`config.mk`:
```
export PLATFORM = sky130hd
export DESIGN_NAME = adc_range_check_moving_average_unit_flat
export DESIGN_NICKNAME = d
export VERILOG_FILES = /design/src/rtl/adcma_pkg.sv /design/src/rtl/adcma_if.sv /design/src/rtl/adcma_div.sv /design/src/rtl/adc_range_check_moving_average_unit.sv /design/src/flat_wrapper.sv
export SDC_FILE = /design/constraint.sdc
export NUM_CORES = 1
export LEC_CHECK = 0
export ABC_AREA = 1
export BUFFER_PORTS_ARGS = -buffer_cell sky130_fd_sc_hd__buf_2
export CAP_MARGIN = 20
export CORE_ASPECT_RATIO = 1.5
export CORE_UTILIZATION = 49
export DETAILED_ROUTE_END_ITERATION = 8
export GPL_ROUTABILITY_DRIVEN = 0
export PLACE_DENSITY = 0.75
export SYNTH_ARGS = -nofsm -noshare
export SYNTH_HDL_FRONTEND = slang
export SYNTH_SLANG_ARGS = --single-unit
```
`constraint.sdc`:
```
create_clock -name clk -period 4.5 [get_ports clk]
set_input_delay 0.675 -clock clk [delete_from_list [all_inputs] [get_ports clk]]
set_output_delay 0.675 -clock clk [all_outputs]
set_load 0.1 [all_outputs]
```
`src/rtl/adcma_pkg.sv`:
```
// ============================================================================
// adcma_pkg
// Shared types and constants of the ADC range check and moving average block.
// ============================================================================
package adcma_pkg;

    localparam int VALUE_W = 16;
    localparam int CFG_IDX_W = 2;
    localparam int CFG_DATA_W = 16;

    // Configuration register indexes
    localparam logic [CFG_IDX_W-1:0] CFG_AVERAGE_ENABLE = 2'd0;
    localparam logic [CFG_IDX_W-1:0] CFG_CODE_MIN       = 2'd1;
    localparam logic [CFG_IDX_W-1:0] CFG_CODE_MAX       = 2'd2;

    localparam logic [VALUE_W-1:0] CODE_MIN_RESET = 16'h0000;
    localparam logic [VALUE_W-1:0] CODE_MAX_RESET = 16'hFFFF;

    typedef enum logic [1:0] {
        ST_IDLE,
        ST_LOAD,
        ST_DIV,
        ST_DONE
    } adcma_state_t;

    // Divider status toward the sequencer
    typedef struct packed {
        logic busy;
        logic done;
    } div_status_t;

endpackage

```
`src/rtl/adcma_if.sv`:
```
// ============================================================================
// adcma_if
// Valid/ready channels for samples in and filtered results out.
// ============================================================================
interface adcma_in_if
    import adcma_pkg::*;
();
    logic               valid;
    logic               ready;
    logic [VALUE_W-1:0] adc_code;
    logic               hard_fault;

    modport source (output valid, output adc_code, output hard_fault, input ready);
    modport sink   (input valid, input adc_code, input hard_fault, output ready);
endinterface

interface adcma_out_if
    import adcma_pkg::*;
();
    logic               valid;
    logic               ready;
    logic [VALUE_W-1:0] value_out;
    logic               fault;

    modport source (output valid, output value_out, output fault, input ready);
    modport sink   (input valid, input value_out, input fault, output ready);
endinterface

```
`src/rtl/adcma_div.sv`:
```
// ============================================================================
// adcma_div
// Restoring divider, one quotient bit per cycle.
// ============================================================================
module adcma_div
    import adcma_pkg::*;
#(
    parameter int DVD_W = 21,
    parameter int DVR_W = 5
) (
    input  logic             clk,
    input  logic             rst_n,
    input  logic             start,
    input  logic [DVD_W-1:0] dividend,
    input  logic [DVR_W-1:0] divisor,
    output logic [DVD_W-1:0] quotient,
    output div_status_t      status
);

    localparam int ITER_W = $clog2(DVD_W + 1);

    logic [DVD_W-1:0]  quo_reg, quo_next;
    logic [DVR_W-1:0]  rem_reg, rem_next;
    logic [DVR_W-1:0]  dvr_reg, dvr_next;
    logic [ITER_W-1:0] cnt_reg, cnt_next;
    logic              done_reg, done_next;
    logic [DVR_W:0]    trial;
    logic              ge;

    always_comb
    begin
        trial     = {rem_reg, quo_reg[DVD_W-1]};
        ge        = (trial >= {1'b0, dvr_reg});
        quo_next  = quo_reg;
        rem_next  = rem_reg;
        dvr_next  = dvr_reg;
        cnt_next  = cnt_reg;
        done_next = 1'b0;
        if (start)
        begin
            quo_next = dividend;
            rem_next = '0;
            dvr_next = divisor;
            cnt_next = ITER_W'(DVD_W);
        end
        else if (cnt_reg != '0)
        begin
            rem_next  = ge ? DVR_W'(trial - {1'b0, dvr_reg}) : trial[DVR_W-1:0];
            quo_next  = {quo_reg[DVD_W-2:0], ge};
            cnt_next  = cnt_reg - 1'b1;
            done_next = (cnt_reg == ITER_W'(1));
        end
    end

    always_ff @(posedge clk or negedge rst_n)
    begin
        if (!rst_n)
        begin
            cnt_reg  <= '0;
            done_reg <= 1'b0;
        end
        else
        begin
            cnt_reg  <= cnt_next;
            done_reg <= done_next;
        end
    end

    always_ff @(posedge clk)
    begin
        quo_reg <= quo_next;
        rem_reg <= rem_next;
        dvr_reg <= dvr_next;
    end

    assign quotient    = quo_reg;
    assign status.busy = (cnt_reg != '0);
    assign status.done = done_reg;

endmodule

```
`src/rtl/adc_range_check_moving_average_unit.sv`:
```
// ============================================================================
// adc_range_check_moving_average_unit
// Range check of ADC codes with a moving average over the current sample and up to WINDOW earlier ones.
// ============================================================================
//
//  Channel   Dir  Signals                          Request taken when
//  --------  ---  -------------------------------  ------------------------
//  sample    in   adc_code[15:0], hard_fault       sample.valid & ready
//  result    out  value_out[15:0], fault           result.valid & ready
//  cfg       in   cfg_we, cfg_index[1:0], cfg_wdata  cfg_we high
//
//  Faulted or non-averaged requests: result is loaded at the accept edge,
//  shown on the next cycle; a new request can follow right away unless the result stalls.
//  Averaged requests: the ring read and history update, then SUM_W
//  bit-serial divider steps, then the divider done flag, and last the
//  load of the output register from the quotient.
//  Reset clears the history, the state and the output valid flag; the sample ring
//  needs no clearing, since a slot's value is used only once it holds a sample.
//  A stalled result holds the output register; the block takes no new
//  request until that register is free or being drained.
//
module adc_range_check_moving_average_unit
    import adcma_pkg::*;
#(
    parameter int WINDOW = 16
) (
    input  logic                  clk,
    input  logic                  rst_n,
    input  logic                  cfg_we,
    input  logic [CFG_IDX_W-1:0]  cfg_index,
    input  logic [CFG_DATA_W-1:0] cfg_wdata,
    adcma_in_if.sink              sample,
    adcma_out_if.source           result
);

    // Sum of up to WINDOW+1 codes, count up to WINDOW+1
    localparam int SUM_W  = VALUE_W + $clog2(WINDOW + 1);
    localparam int CNT_W  = $clog2(WINDOW + 2);
    localparam int SLOT_W = (WINDOW > 1) ? $clog2(WINDOW) : 1;

    // Configuration
    logic               avg_en_reg;
    logic [VALUE_W-1:0] code_min_reg;
    logic [VALUE_W-1:0] code_max_reg;

    // Sequencer and history
    adcma_state_t       state_reg, state_next;
    logic [CNT_W-1:0]   fill_reg, fill_next;
    logic [SLOT_W-1:0]  slot_reg, slot_next;
    logic [SUM_W-1:0]   total_reg, total_next;
    logic [VALUE_W-1:0] code_reg, code_next;

    // Output register
    logic               out_valid_reg, out_valid_next;
    logic [VALUE_W-1:0] out_value_reg, out_value_next;
    logic               out_fault_reg, out_fault_next;

    // Sample ring, registered read
    logic [VALUE_W-1:0] ring [WINDOW];
    logic [VALUE_W-1:0] ring_rd_reg;
    logic               ring_we;

    // Divider
    logic               div_start;
    logic [SUM_W-1:0]   div_dividend;
    logic [CNT_W-1:0]   div_divisor;
    logic [SUM_W-1:0]   div_quotient;
    div_status_t        div_status;

    logic               accept;
    logic               in_fault;
    logic               full;

    assign sample.ready = (state_reg == ST_IDLE) && (!out_valid_reg || result.ready);
    assign accept       = sample.valid && sample.ready;
    assign in_fault     = (sample.adc_code < code_min_reg) ||
                          (sample.adc_code > code_max_reg) || sample.hard_fault;
    assign full         = (fill_reg == CNT_W'(WINDOW));

    assign div_dividend = total_reg + SUM_W'(code_reg);
    assign div_divisor  = fill_reg + 1'b1;

    always_comb
    begin
        state_next     = state_reg;
        fill_next      = fill_reg;
        slot_next      = slot_reg;
        total_next     = total_reg;
        code_next      = code_reg;
        out_valid_next = out_valid_reg && !result.ready;
        out_value_next = out_value_reg;
        out_fault_next = out_fault_reg;
        ring_we        = 1'b0;
        div_start      = 1'b0;
        unique case (state_reg)
            ST_IDLE:
            begin
                if (accept)
                begin
                    code_next = sample.adc_code;
                    if (in_fault || !avg_en_reg)
                    begin
                        // pass-through: drop the history, answer now
                        fill_next      = '0;
                        slot_next      = '0;
                        total_next     = '0;
                        out_valid_next = 1'b1;
                        out_value_next = sample.adc_code;
                        out_fault_next = in_fault;
                    end
                    else
                    begin
                        state_next = ST_LOAD;
                    end
                end
            end
            ST_LOAD:
            begin
                // oldest sample sits at the write slot once the ring is full
                div_start  = 1'b1;
                ring_we    = 1'b1;
                total_next = div_dividend - (full ? SUM_W'(ring_rd_reg) : '0);
                if (!full)
                begin
                    fill_next = fill_reg + 1'b1;
                end
                slot_next  = (slot_reg == SLOT_W'(WINDOW - 1)) ? '0 : slot_reg + 1'b1;
                state_next = ST_DIV;
            end
            ST_DIV:
            begin
                if (div_status.done)
                begin
                    state_next = ST_DONE;
                end
            end
            ST_DONE:
            begin
                if (!out_valid_reg || result.ready)
                begin
                    out_valid_next = 1'b1;
                    out_value_next = div_quotient[VALUE_W-1:0];
                    out_fault_next = 1'b0;
                    state_next     = ST_IDLE;
                end
            end
            default:
            begin
                state_next = ST_IDLE;
            end
        endcase
    end

    always_ff @(posedge clk or negedge rst_n)
    begin
        if (!rst_n)
        begin
            state_reg     <= ST_IDLE;
            fill_reg      <= '0;
            slot_reg      <= '0;
            total_reg     <= '0;
            out_valid_reg <= 1'b0;
        end
        else
        begin
            state_reg     <= state_next;
            fill_reg      <= fill_next;
            slot_reg      <= slot_next;
            total_reg     <= total_next;
            out_valid_reg <= out_valid_next;
        end
    end

    always_ff @(posedge clk)
    begin
        code_reg      <= code_next;
        out_value_reg <= out_value_next;
        out_fault_reg <= out_fault_next;
    end

    // Configuration writes; unknown indexes are dropped
    always_ff @(posedge clk or negedge rst_n)
    begin
        if (!rst_n)
        begin
            avg_en_reg   <= 1'b0;
            code_min_reg <= CODE_MIN_RESET;
            code_max_reg <= CODE_MAX_RESET;
        end
        else if (cfg_we)
        begin
            unique case (cfg_index)
                CFG_AVERAGE_ENABLE: avg_en_reg   <= cfg_wdata[0];
                CFG_CODE_MIN:       code_min_reg <= cfg_wdata[VALUE_W-1:0];
                CFG_CODE_MAX:       code_max_reg <= cfg_wdata[VALUE_W-1:0];
                default:            ;
            endcase
        end
    end

    // Ring: read at the write slot on accept, write back in the load cycle
    always_ff @(posedge clk)
    begin
        if (accept)
        begin
            ring_rd_reg <= ring[slot_reg];
        end
        if (ring_we)
        begin
            ring[slot_reg] <= code_reg;
        end
    end

    adcma_div #(
        .DVD_W (SUM_W),
        .DVR_W (CNT_W)
    ) u_div (
        .clk      (clk),
        .rst_n    (rst_n),
        .start    (div_start),
        .dividend (div_dividend),
        .divisor  (div_divisor),
        .quotient (div_quotient),
        .status   (div_status)
    );

    assign result.valid     = out_valid_reg;
    assign result.value_out = out_value_reg;
    assign result.fault     = out_fault_reg;

    // ------------------------------------------------------------------------
    // Assertions
    // ------------------------------------------------------------------------
    a_busy_not_ready: assert property (@(posedge clk) disable iff (!rst_n)
        (state_reg != ST_IDLE) |-> !sample.ready)
        else $error("request taken while an average is in progress");

    a_fill_bound: assert property (@(posedge clk) disable iff (!rst_n)
        fill_reg <= CNT_W'(WINDOW))
        else $error("history holds more than WINDOW samples");

    a_div_done_in_div: assert property (@(posedge clk) disable iff (!rst_n)
        div_status.done |-> (state_reg == ST_DIV))
        else $error("divider finished outside the divide state");

    a_load_starts_div: assert property (@(posedge clk) disable iff (!rst_n)
        (state_reg == ST_LOAD) |=> div_status.busy)
        else $error("divider not running after load");

endmodule
```
`src/flat_wrapper.sv`:
```
// flat-port wrapper written by rule: the top's interface ports become plain ports
module adc_range_check_moving_average_unit_flat import adcma_pkg::*;
#(
    parameter int WINDOW = 16
)
  (clk, rst_n, cfg_we, cfg_index, cfg_wdata, sample_valid, sample_adc_code, sample_hard_fault, sample_ready, result_valid, result_value_out, result_fault, result_ready);
  adcma_in_if sample_i ();
  adcma_out_if result_i ();
  input  logic clk;
  input  logic rst_n;
  input  logic cfg_we;
  input  logic [CFG_IDX_W-1:0] cfg_index;
  input  logic [CFG_DATA_W-1:0] cfg_wdata;
  input wire logic [$bits(sample_i.valid)-1:0] sample_valid;
  input wire logic [$bits(sample_i.adc_code)-1:0] sample_adc_code;
  input wire logic [$bits(sample_i.hard_fault)-1:0] sample_hard_fault;
  output wire logic [$bits(sample_i.ready)-1:0] sample_ready;
  output wire logic [$bits(result_i.valid)-1:0] result_valid;
  output wire logic [$bits(result_i.value_out)-1:0] result_value_out;
  output wire logic [$bits(result_i.fault)-1:0] result_fault;
  input wire logic [$bits(result_i.ready)-1:0] result_ready;
  assign sample_i.valid = sample_valid;
  assign sample_i.adc_code = sample_adc_code;
  assign sample_i.hard_fault = sample_hard_fault;
  assign sample_ready = sample_i.ready;
  assign result_valid = result_i.valid;
  assign result_value_out = result_i.value_out;
  assign result_fault = result_i.fault;
  assign result_i.ready = result_ready;
  adc_range_check_moving_average_unit #(.WINDOW(WINDOW)) u_core (.clk(clk), .rst_n(rst_n), .cfg_we(cfg_we), .cfg_index(cfg_index), .cfg_wdata(cfg_wdata), .sample(sample_i), .result(result_i));
endmodule
```
## Word-level counts from Yosys, hierarchy flattened

Memory sizes are Yosys's and may differ from the RTL's. A register that Yosys moved wholly into a read port is not among the register bits.
Cells that the tools add are included.

| word-level totals | value |
|---|---|
| input port bits | 40 |
| register bits after elaboration | 136 |
| memories | 1 |
| output and inout bits | 19 |
| memory bits (writable) | 256 |

Memory list:

| name | depth | width | rd ports | clocked after Yosys merged registers in | write ports | line | source |
|---|---|---|---|---|---|---|---|
| u_core.ring | 16 | 16 | 1 | 1 | 1 | adc_range_check_moving_average_unit.sv:59 | `logic [VALUE_W-1:0] ring [WINDOW];` |

| operators by class | value |
|---|---|
| reduce and logical (&&, ||, !) cells | 24 |
| add/sub/neg operators | 6 |
| muxes and demuxes | 39 |
| equal/unequal tests | 14 |
| order comparisons | 3 |

Operators by type and width:

| cell | count |
|---|---|
| $mux 21 | 4 |
| $mux 16 | 4 |
| $pmux 21 s2 | 1 |
| $pmux 16 s2 | 1 |
| $mux 5 | 6 |
| $add 21x16->21 | 1 |
| $sub 21x21->21 | 1 |
| $gt 16x16->1 | 1 |
| $lt 16x16->1 | 1 |
| $mux 4 | 3 |
| $reduce_and 4->1 | 3 |
| $mux 1 | 11 |
| $pmux 5 s2 | 1 |
| $mux 2 | 4 |
| $ne 2x2->1 const B | 4 |
| $pmux 2 s4 | 1 |
| $pmux 4 s2 | 1 |
| $reduce_and 2->1 | 4 |
| $eq 2x2->1 const B | 3 |
| $ge 6x5->1 | 1 |
| $reduce_bool 2->1 | 3 |
| $add 5x1->5 const B | 1 |
| $eq 5x1->1 const B | 1 |
| $eq 5x5->1 const B | 1 |
| other kinds (13) | 24 |

## Longest topological paths before layout

| depth | value |
|---|---|
| word-level depth | 7 |
| depth in mapped cells | 21 |
| gate-level depth less buffers | 21 |

## By module

A second synthesis with hierarchy kept.

| unflattened totals | value |
|---|---|
| cell total of the unflattened synthesis | 1812 |
| area total of the unflattened synthesis | 18926.9 µm² |

By module, submodules not included:

| module | cells an instance | area an instance (µm²) | sequential area each (µm²) | instances |
|---|---|---|---|---|
| adc_range_check_moving_average_unit | 1617 | 17107.7 | 10830.4 | 1 |
| adcma_div | 195 | 1819.2 | 1031.0 | 1 |

## Least setup slack after synthesis

No wires, ideal clock.

| timing path | value |
|---|---|
| path kind | register to register |
| from | register u_core.out_valid_reg (netlist: u_core.result.valid) |
| to | register u_core.out_fault_reg (netlist: u_core.result.fault), enable pin |
| library setup time | 0.412 ns |
| data required time | 4.088 ns |
| buffers on the path | 0 |
| data arrival time | 4.366 ns |
| setup slack | -0.278 ns |
| cell stages (with the launch flop) | 10 |
| cells stage by stage | dfrtp_1 inv_1 nor2_1 nor2_1 nand2_1 inv_1 nor2_1 inv_1 nand2_1 nor3_1 |

| on the way | value |
|---|---|
| word-level cells in the longest chain between the ends | 6 |
| elaborated cells on any way between the ends | 7 |
| classes of those cells | 2 x eq/ne; 5 x reduce/logical |

Ends and longest elaborated chain:

| element | line | source |
|---|---|---|
| from (decl) | adc_range_check_moving_average_unit.sv:54 | `logic out_valid_reg, out_valid_next;` |
| from (signal assigned) | adc_range_check_moving_average_unit.sv:170 | `out_valid_reg <= out_valid_next;` |
| $logic_not 1->1 | adc_range_check_moving_average_unit.sv:74 | `assign sample.ready = (state_reg == ST_IDLE) && (!out_valid_reg \|\| result.ready);` |
| $logic_or 1x1->1 | adc_range_check_moving_average_unit.sv:74 |  |
| $logic_and 1x1->1 | adc_range_check_moving_average_unit.sv:74 |  |
| named net sample_ready | flat_wrapper.sv:17 | `output wire logic [$bits(sample_i.ready)-1:0] sample_ready;` |
| $logic_and 1x1->1 | adc_range_check_moving_average_unit.sv:75 | `assign accept = sample.valid && sample.ready;` |
| named net u_core.accept | adc_range_check_moving_average_unit.sv:70 | `logic accept;` |
| $ne 2x1->1 (no source line) | -- |  |
| $reduce_and 4->1 (no source line) | -- |  |
| to (signal assigned) | adc_range_check_moving_average_unit.sv:178 | `out_fault_reg <= out_fault_next;` |
| to (decl) | adc_range_check_moving_average_unit.sv:56 | `logic out_fault_reg, out_fault_next;` |

The timed path passes the listed nets, and every way through them passes these cells.
A chain may end at the register's enable or synchronous reset.

## Worst setup path in the final report

| timing path | value |
|---|---|
| from | register u_core.code_reg[0] |
| to | register u_core.total_reg[17] |

| on the way | value |
|---|---|
| word-level cells in the longest chain between the ends | 3 |

Ends and longest elaborated chain:

| element | line | source |
|---|---|---|
| from (decl) | adc_range_check_moving_average_unit.sv:51 | `logic [VALUE_W-1:0] code_reg, code_next;` |
| from (signal assigned) | adc_range_check_moving_average_unit.sv:176 | `code_reg <= code_next;` |
| $add 21x16->21 | adc_range_check_moving_average_unit.sv:80 | `assign div_dividend = total_reg + SUM_W'(code_reg);` |
| $sub 21x21->21 | adc_range_check_moving_average_unit.sv:122 | `total_next = div_dividend - (full ? SUM_W'(ring_rd_reg) : '0);` |
| $pmux 21 s2 | adc_range_check_moving_average_unit.sv:95 | `unique case (state_reg)` |
| to (signal assigned) | adc_range_check_moving_average_unit.sv:169 | `total_reg <= total_next;` |
| to (decl) | adc_range_check_moving_average_unit.sv:50 | `logic [SUM_W-1:0] total_reg, total_next;` |

No other way between the ends.

==> key figures <==
STA
  • Clk_skew: 21.99 ps
  • RSZ-0062 raised after global routing: no
  • Worst slew margin: 0.2674
  • Final Cycle Share: 0.8701
  • Fmax: 255.4 MHz
  • Slew Limit Fails: 0
  • Worst-margin pin slew: 1095 ps
  • Fin crit period: 3915 ps
  • WHS: 11.53 ps
  • Setup TNS Final: 0 ps
  • Final setup violation count: 0
  • Final hold violation count: 0

Synth
  • Mapped Nets: 1923
  • Mapped cell area: 18920 um^2
  • Yosys warning count: 0
  • Sequential-to-total area share from yosys stat: 0.6270
  • Cell count after synthesis: 1798
  • Synth cell types: 47
  • Syn Area/Cell: 10.52 um^2
  • Yosys reg bits: 408

Clocking
  • Clock buffer depth: 3
  • TritonCTS clock tree: done
  • Clk slew on worst S/H paths: 70 ps
  • Total CTS buffers: 37
  • CTS H-Tree Depth: 2
  • Sink Count: 408
  • Post-CTS Hold Fix Bufs: 0
  • Clk_lat worst skew: 550 ps
  • Root Driver: clkbuf_16
  • Setup repair bufs after CTS: 0
  • Cts repair resizes: 0

Die
  • Die X: 162.4 um
  • Full die area: 39410 um^2
  • Ports: 59
  • Core ar.: 37770 um^2
  • Die height: 242.6 um
  • Row Count: 87
  • Initial Util: 0.5008

Finish
  • Design Area, Final: 21170 um^2
  • Filler instances: 3028
  • Max reg flops: 256
  • Antenna Cells: 0
  • Commonest non-fill, non-tap cell in the layout: nand2_1
  • Most frequent cells in the layout: nand2_1, edfxtp_1, o21ai_0, nor2_1, inv_1
  • Layout cells sized above 1: 0.1085
  • Final nets: 1986
  • Area Overhead vs Synth: 11.92%

Placement
  • HPWL after DPL: 30.61 mm
  • Port Buffers: 58
  • Post-DP Area: 19810 um^2

Drt
  • Remaining DRCs: 0
  • Via-to-Cell Ratio: 5.765
  • Initial DRC count: 1185
  • Post-DRT Antenna Nets: 0
  • WL/cell: 19.84 um
  • Drt first pass iters: 7
  • Total Routed Length: 47.19 mm
  • Vias: 13710

Status
  • Status: finished clean

Worst setup path
  • Worst setup SP type: register
  • Critical R2R Capture: u_core.total_reg[17]$_DFFE_PN0P_
  • R2R depth: 21
  • Reg-to-reg startpoint: u_core.code_reg[0]$_DFFE_PP_
  • Worst Path Class, Setup: reg2reg
  • Crit path max fanout: 17
  • CP endpoint kind: register
  • Critical path arrival: 4340 ps
  • Worst R2R Setup Slack: 580 ps
  • Worst endpoint required time: 4920 ps
  • Crit. Startpoint: u_core.code_reg[0]$_DFFE_PP_

Power and ir drop
  • Sequential Power Share: 0.517
  • P_int: 0.006231 W
  • Sw Share: 0.2236
  • Leakage: 8.359 nW
  • Psw: 0.001794 W
  • Clock Power Share: 0.412
  • PwrDens: 379.1 nW/um^2
  • Comb pwr share: 0.071
  • Post-route total power: 0.008025 W
  • Worst VDD drop: 0.3436 mV

Global routing
  • First-pass GRT wire length: 72.93 mm
  • Largest net degree at the start of global routing: 125
  • Initial antenna violation count: 0
  • Remaining global-route overflow: 0
  • Vias in the first global route: 13310
  • Total routing usage reported by global routing: 0.2424

Worst hold path
  • Hold Crit Class: in2async

Job
  • MaxCap Viol Count: 0
==> cell type report <==
cell class,count,area (um^2),area share
clock buffers,45,977.2,0.04616
clock inverters,23,301.5,0.01424
inverters,161,605.6,0.02860
multi-input cells,1162,6217,0.2937
flip-flops and latches,408,11870,0.5605
well taps,489,611.8,0.02890
repair buffers,91,591.8,0.02795
==> cell usage after synthesis (all sizes together) <==
cell,count,area [um^2]
clkbuf,61,229.0
xnor2,13,113.9
buf,6,40.04
nand3,65,345.3
o41ai,1,8.760
inv,160,600.6
o31ai,2,20.02
o21a,4,30.03
nand3b,4,33.78
a31oi,4,25.02
and3b,1,8.760
fa,3,60.06
a21boi,1,7.510
a211oi,3,22.52
xor2,18,157.7
o22ai,66,412.9
dfstp,16,420.4
dfxtp,5,100.1
o211ai,2,15.01
clkinv,1,3.750
nand2,366,1396
or3,1,6.260
nor3,9,50.05
o21ai,239,1200
a21oi,49,252.8
o21bai,1,7.510
dfrtp,56,1401
ha,82,1026
a22oi,1,21.27
a311oi,1,8.760
nand4,27,168.9
a21o,1,7.510
o2111ai,1,8.760
edfxtp,331,9940
nor2,197,767.0
==> how the worst max path moves through the flow <==
stage | endpoint | slack (ps) | depth (start not counted)
detailed placement | u_core.total_reg[17]$_DFFE_PN0P_ | 670 | 21
finish | u_core.total_reg[17]$_DFFE_PN0P_ | 580 | 21
CTS | u_core.total_reg[17]$_DFFE_PN0P_ | 650 | 21
floorplan | u_core.result.fault$_SDFFCE_PP0P_ | 240 | 9
global route | u_core.total_reg[17]$_DFFE_PN0P_ | 330 | 21
global placement | u_core.total_reg[17]$_DFFE_PN0P_ | 870 | 21
==> logic make-up after synthesis <==
group                      after synthesis  share of synthesized area
adders and majority gates               85                    0.05741
AOI/OAI and AO/OA                      376                     0.1083
and+or+nand+nor                        670                     0.1468
buffers and inverters                  228                    0.04617
DFF                                    408                     0.6270
xor gates and xnor gates                31                    0.01435
==> power by group through the flow <==
| stage | clock network, W | registers, W | logic (W) |
|---|---|---|---|
| after floorplan | 0 | 0.00421 | 0.000390 |
| after global placement | 0 | 0.00422 | 0.000530 |
| after detailed placement | 0 | 0.00423 | 0.000549 |
| after CTS | 0.00334 | 0.00415 | 0.000556 |
| after global routing | 0.00346 | 0.00415 | 0.000643 |
| final | 0.00331 | 0.00415 | 0.000569 |
==> stage by stage <==
| stage | utilization | instances | setup WS (ps) |
|---|---|---|---|
| floorplan | - | 1798 | 241.6 |
| global placement | 0.5245 | 2307 | 865.5 |
| detailed placement | 0.5245 | 2307 | 673.7 |
| CTS | 0.5583 | 2375 | 648.3 |
| global route | 0.5605 | 2379 | 331.2 |
| finish | 0.5605 | 2379 | 584.7 |
==> worst max-delay path, cell delays in order (launching register included) <==
cell,delay [ps]
edfxtp_1,610
ha_1,370
fa_1,450
nand3_1,100
nand3_1,120
nand2_1,90
nand2_1,80
xor2_1,170
ha_1,370
inv_1,70
o21ai_0,280
nand3_1,140
nand4_1,180
nand3_1,100
nand2_1,200
nand2_1,80
nand2_1,90
nand2_1,70
nand2_1,60
nand2_1,40
nand3_1,70
nand2_1,50
==> routing by layer <==
metal / vias to the layer above / GRT usage / part of all wire
met5: - / 0 / 0
met4: 0 / 0.1446 / 0.063
met3: 177 / 0.03093 / 0.062
met2: 576 / 0.4126 / 0.50
met1: 6595 / 0.2919 / 0.38
li1: 6366 / - / -
No activity file was read; power rests on OpenSTA's default activity.
